### config.mk
export PLATFORM = sky130hd
export DESIGN_NAME = mehb_ram
export DESIGN_NICKNAME = d
export VERILOG_FILES = /design/src/rtl/multitap_echo_history_buffer_macros.svh /design/src/rtl/mehb_ram.sv
export SDC_FILE = /design/constraint.sdc
export NUM_CORES = 1
export LEC_CHECK = 0
export ABC_AREA = 0
export CAP_MARGIN = 20
export CORE_UTILIZATION = 55
export DETAILED_ROUTE_END_ITERATION = 12
export DONT_BUFFER_PORTS = 1
export PLACE_DENSITY_LB_ADDON = 0.3
export REMOVE_ABC_BUFFERS = 1
export SETUP_SLACK_MARGIN = 0.3
export SLEW_MARGIN = 5
export SYNTH_ARGS = -nofsm -noshare
export SYNTH_HDL_FRONTEND = slang
export SYNTH_SLANG_ARGS = --single-unit
### constraint.sdc
create_clock -name clock -period 10.3 [get_ports clock]
set_clock_uncertainty 0.2 [all_clocks]
set_input_delay 1.545 -clock clock [delete_from_list [all_inputs] [get_ports clock]]
set_output_delay 1.545 -clock clock [all_outputs]
set_load 0.01 [all_outputs]
### src/rtl/multitap_echo_history_buffer_macros.svh
// Assertion macros shared by the echo history buffer RTL.
// Each checks on the rising edge of clock and is off while reset is high.
`ifndef MULTITAP_ECHO_HISTORY_BUFFER_MACROS_SVH
`define MULTITAP_ECHO_HISTORY_BUFFER_MACROS_SVH
`ifndef SYNTHESIS
`define MEHB_ASSERT_IMPL(label, ante, cons) \
   label: assert property (@(posedge clock) disable iff (reset) (ante) |-> (cons)) \
      else $error("mehb: check failed");
`define MEHB_ASSERT_NEXT(label, ante, cons) \
   label: assert property (@(posedge clock) disable iff (reset) (ante) |=> (cons)) \
      else $error("mehb: check failed");
`else
`define MEHB_ASSERT_IMPL(label, ante, cons)
`define MEHB_ASSERT_NEXT(label, ante, cons)
`endif
`endif

### src/rtl/mehb_ram.sv
// Generic single-write, single-read synchronous RAM with registered read data.
// No dependencies.
`default_nettype none

module mehb_ram #(
   parameter int unsigned WIDTH = 32,
   parameter int unsigned DEPTH = 16,
   localparam int unsigned AW = $clog2(DEPTH)
) (
   input  logic             clock,
   input  logic             wr_en,
   input  logic [AW-1:0]    wr_addr,
   input  logic [WIDTH-1:0] wr_data,
   input  logic             rd_en,
   input  logic [AW-1:0]    rd_addr,
   output logic [WIDTH-1:0] rd_data
);

   logic [WIDTH-1:0] mem [DEPTH];
   logic [WIDTH-1:0] rd_data_ff;

   always_ff @(posedge clock) begin
      if (wr_en) begin
         mem[wr_addr] <= wr_data;
      end
      if (rd_en) begin
         rd_data_ff <= mem[rd_addr];
      end
   end

   assign rd_data = rd_data_ff;

endmodule

`default_nettype wire

==> flow_summary.yaml <==
worst_setup_path:
  reg2reg_from: "mem[3][1]"
  required_ns: 10.28
  crit_type: "in -> reg"
  reg2reg_slack_ns: 8.46
  critPathMaxFanout: 32
  cp.depth: 2
  worstSetupEndpointType: "flip-flop"
  critical_path.top_delay_family: "simple AND/OR/NAND/NOR gates"
  rr_endpoint: "rd_data[1]"
  slowest_stage: "nor2_4"
  crit_arrival_ns: 2.96
  cp-start-kind: "primary input"
  path_cells: "or3b_2 > nor2_4"
  cp-startpoint: "wr_addr[2]"
  ff2ff_path_depth: 3
  slowest_delay_ns: 0.81
  timing.critical_path.buf_inv: 0
  endpoint: "mem[1][8]"
placement:
  gp_congestion: 0.752
  portBuffers: 0
  preCtsSetupSlack_ns: 6.69
  dpl.hpwl_um: 18900
final_layout:
  num_antenna_cells: 0
  final_cell_mix: "edfxtp_1, mux4_2, a22oi_1, clkbuf_16, nand2_1"
  final_nets: 907
  drive_gt1_frac: 0.256
  final_core_util: 0.626
  seq_area_um2: 16300
  multi_input_area_um2: 3750
  fill_cells: 2292
  layout_commonest_cell: "edfxtp_1"
  areaGrowthSynthToFinish_pct: 11.2
logic_synthesis:
  synthesis.area_um2: 20200
  postSynthCellCount: 838
  synth_area_per_cell_um2: 24.1
  synthFlopType: "edfxtp_1"
  ys_seq_area_frac: 0.810
  ys_ff_latch: 544
  synth_edf_count: 544
  yosysWarnings: 0
  ys_types: 17
  async_reset_ff_frac: 0
sta:
  fin_ws_ns: 7.33
  fmax_mhz: 336
  min_period_over_period: 0.289
  slew_violations: 0
  hold_viol_final: 0
  rsz0062_at_grt: "false"
  layout_min_cycle_time_ns: 2.97
  finalSetupViolations: 0
  max_slew_margin: 0.281
  fin_hold_ws_ns: 0.548
  setup_tns_ns: 0
  worstMarginPinSlew_ns: 1.08
clock_network:
  hold_buffers: 0
  clock_latency_ns: 0.59
  htreeDepth: 2
  post_cts.repair.setup_buffers: 0
  cts-root-buf: "clkbuf_16"
  cts_resized: 0
  cts_made_buffers: 51
  clock_path_buffers: 3
  cts.sinks: 544
  cts_tree: "built"
  clk_pin_slew_ns: 0.06
power:
  finalPower_mw: 4.36
  cellLeakagePower_nw: 6.95
  cellPowerDensity_nw_per_um2: 194
  vdd_drop_max_uv: 233
floorplan:
  coreArea_um2: 35800
  start_util: 0.563
  die_w_um: 194
  io_pins: 75
  die_h_um: 194
  fp.dieArea_um2: 37500
  fp-row-count: 69
run:
  maxCapViolCount: 0
grt:
  antenna_found_initial: 0
  overflow: 0
  grt_pass1_vias: 9209
  grt_usage: 0.205
  grt_pass1_wl_um: 56600
  grt_max_degree: 129
run_status:
  violations: "DRC"
  status: "complete, but fails checks"
detailed_routing:
  vias: 8643
  via_per_inst: 6.34
  drt-wirelength-per-cell_um: 27.8
  drc: 5
  drt-initial-drc-count: 796
  firstDrtPassIters: 9
  ant_nets: 0
  totalWireLength_um: 37900
min_path:
  min_path_type: "reg -> reg"
==> state kept, by name (all words and copies together) (netlist names) <==
register	cells
rd_data	32
mem	512
==> per-stage QoR <==
step | cells | cell area (um^2)
finish | 1363 | 22400
global route | 1363 | 22400
CTS | 1355 | 22200
detailed placement | 1264 | 20700
global placement | 1264 | 20700
floorplan | 795 | 20000
==> cells by family after synthesis <==
family / share of synthesized area
simple gates: 0.0125
flops: 0.810
mux: 0.143
buf+inv: 0.0110
compound gates: 0.0238
==> synth_stat cells, types with 2 or more instances <==
cell type | number | share of area
buf_2 | 4 | 0.00099
nor3_1 | 4 | 0.00099
nor2_1 | 13 | 0.0024
nand3b_1 | 2 | 0.00074
buf_4 | 11 | 0.0041
mux4_2 | 128 | 0.14
nand2_1 | 33 | 0.0061
edfxtp_1 | 544 | 0.81
nand2b_1 | 2 | 0.00062
nor2b_1 | 2 | 0.00062
buf_6 | 2 | 0.0011
buf_1 | 9 | 0.0017
clkbuf_1 | 17 | 0.0032
a22oi_1 | 64 | 0.024
==> where the power goes <==
| group | internal (mW) | switching, mW |
|---|---|---|
| combinational | 0.0711 | 0.0576 |
| sequential | 2.50 | 0.0202 |
| clock | 0.947 | 0.769 |
| total | 3.51 | 0.847 |
==> layer usage <==
metal / share of wire / wire length (um) / global-route usage
met1: 0.41 / 15700 / 0.289
met2: 0.50 / 18800 / 0.331
met3: 0.067 / 2540 / 0.0384
met4: 0.023 / 881 / 0.0631
met5: 0 / 0 / 0
==> area by class of cell <==
class | count | area share
well taps | 461 | 0.0257
multi-input cells | 251 | 0.167
repair buffers | 16 | 0.0122
clock buffers | 64 | 0.0600
clock inverters | 27 | 0.00725
flip-flops and latches | 544 | 0.728
==> how the worst min path moves through the flow <==
stage                           start  slack (ns)  cells past startpoint           to
after global routing      mem[15][23]        0.57                      3  rd_data[23]
after CTS                 mem[14][30]        0.55                      3  rd_data[30]
after detailed placement  mem[14][30]        0.54                      3  rd_data[30]
after floorplan            mem[14][0]        0.51                      3   rd_data[0]
final                     mem[14][30]        0.55                      3  rd_data[30]
after global placement    mem[12][27]        0.53                      3  rd_data[27]
Power figures use the tool's default switching activity.
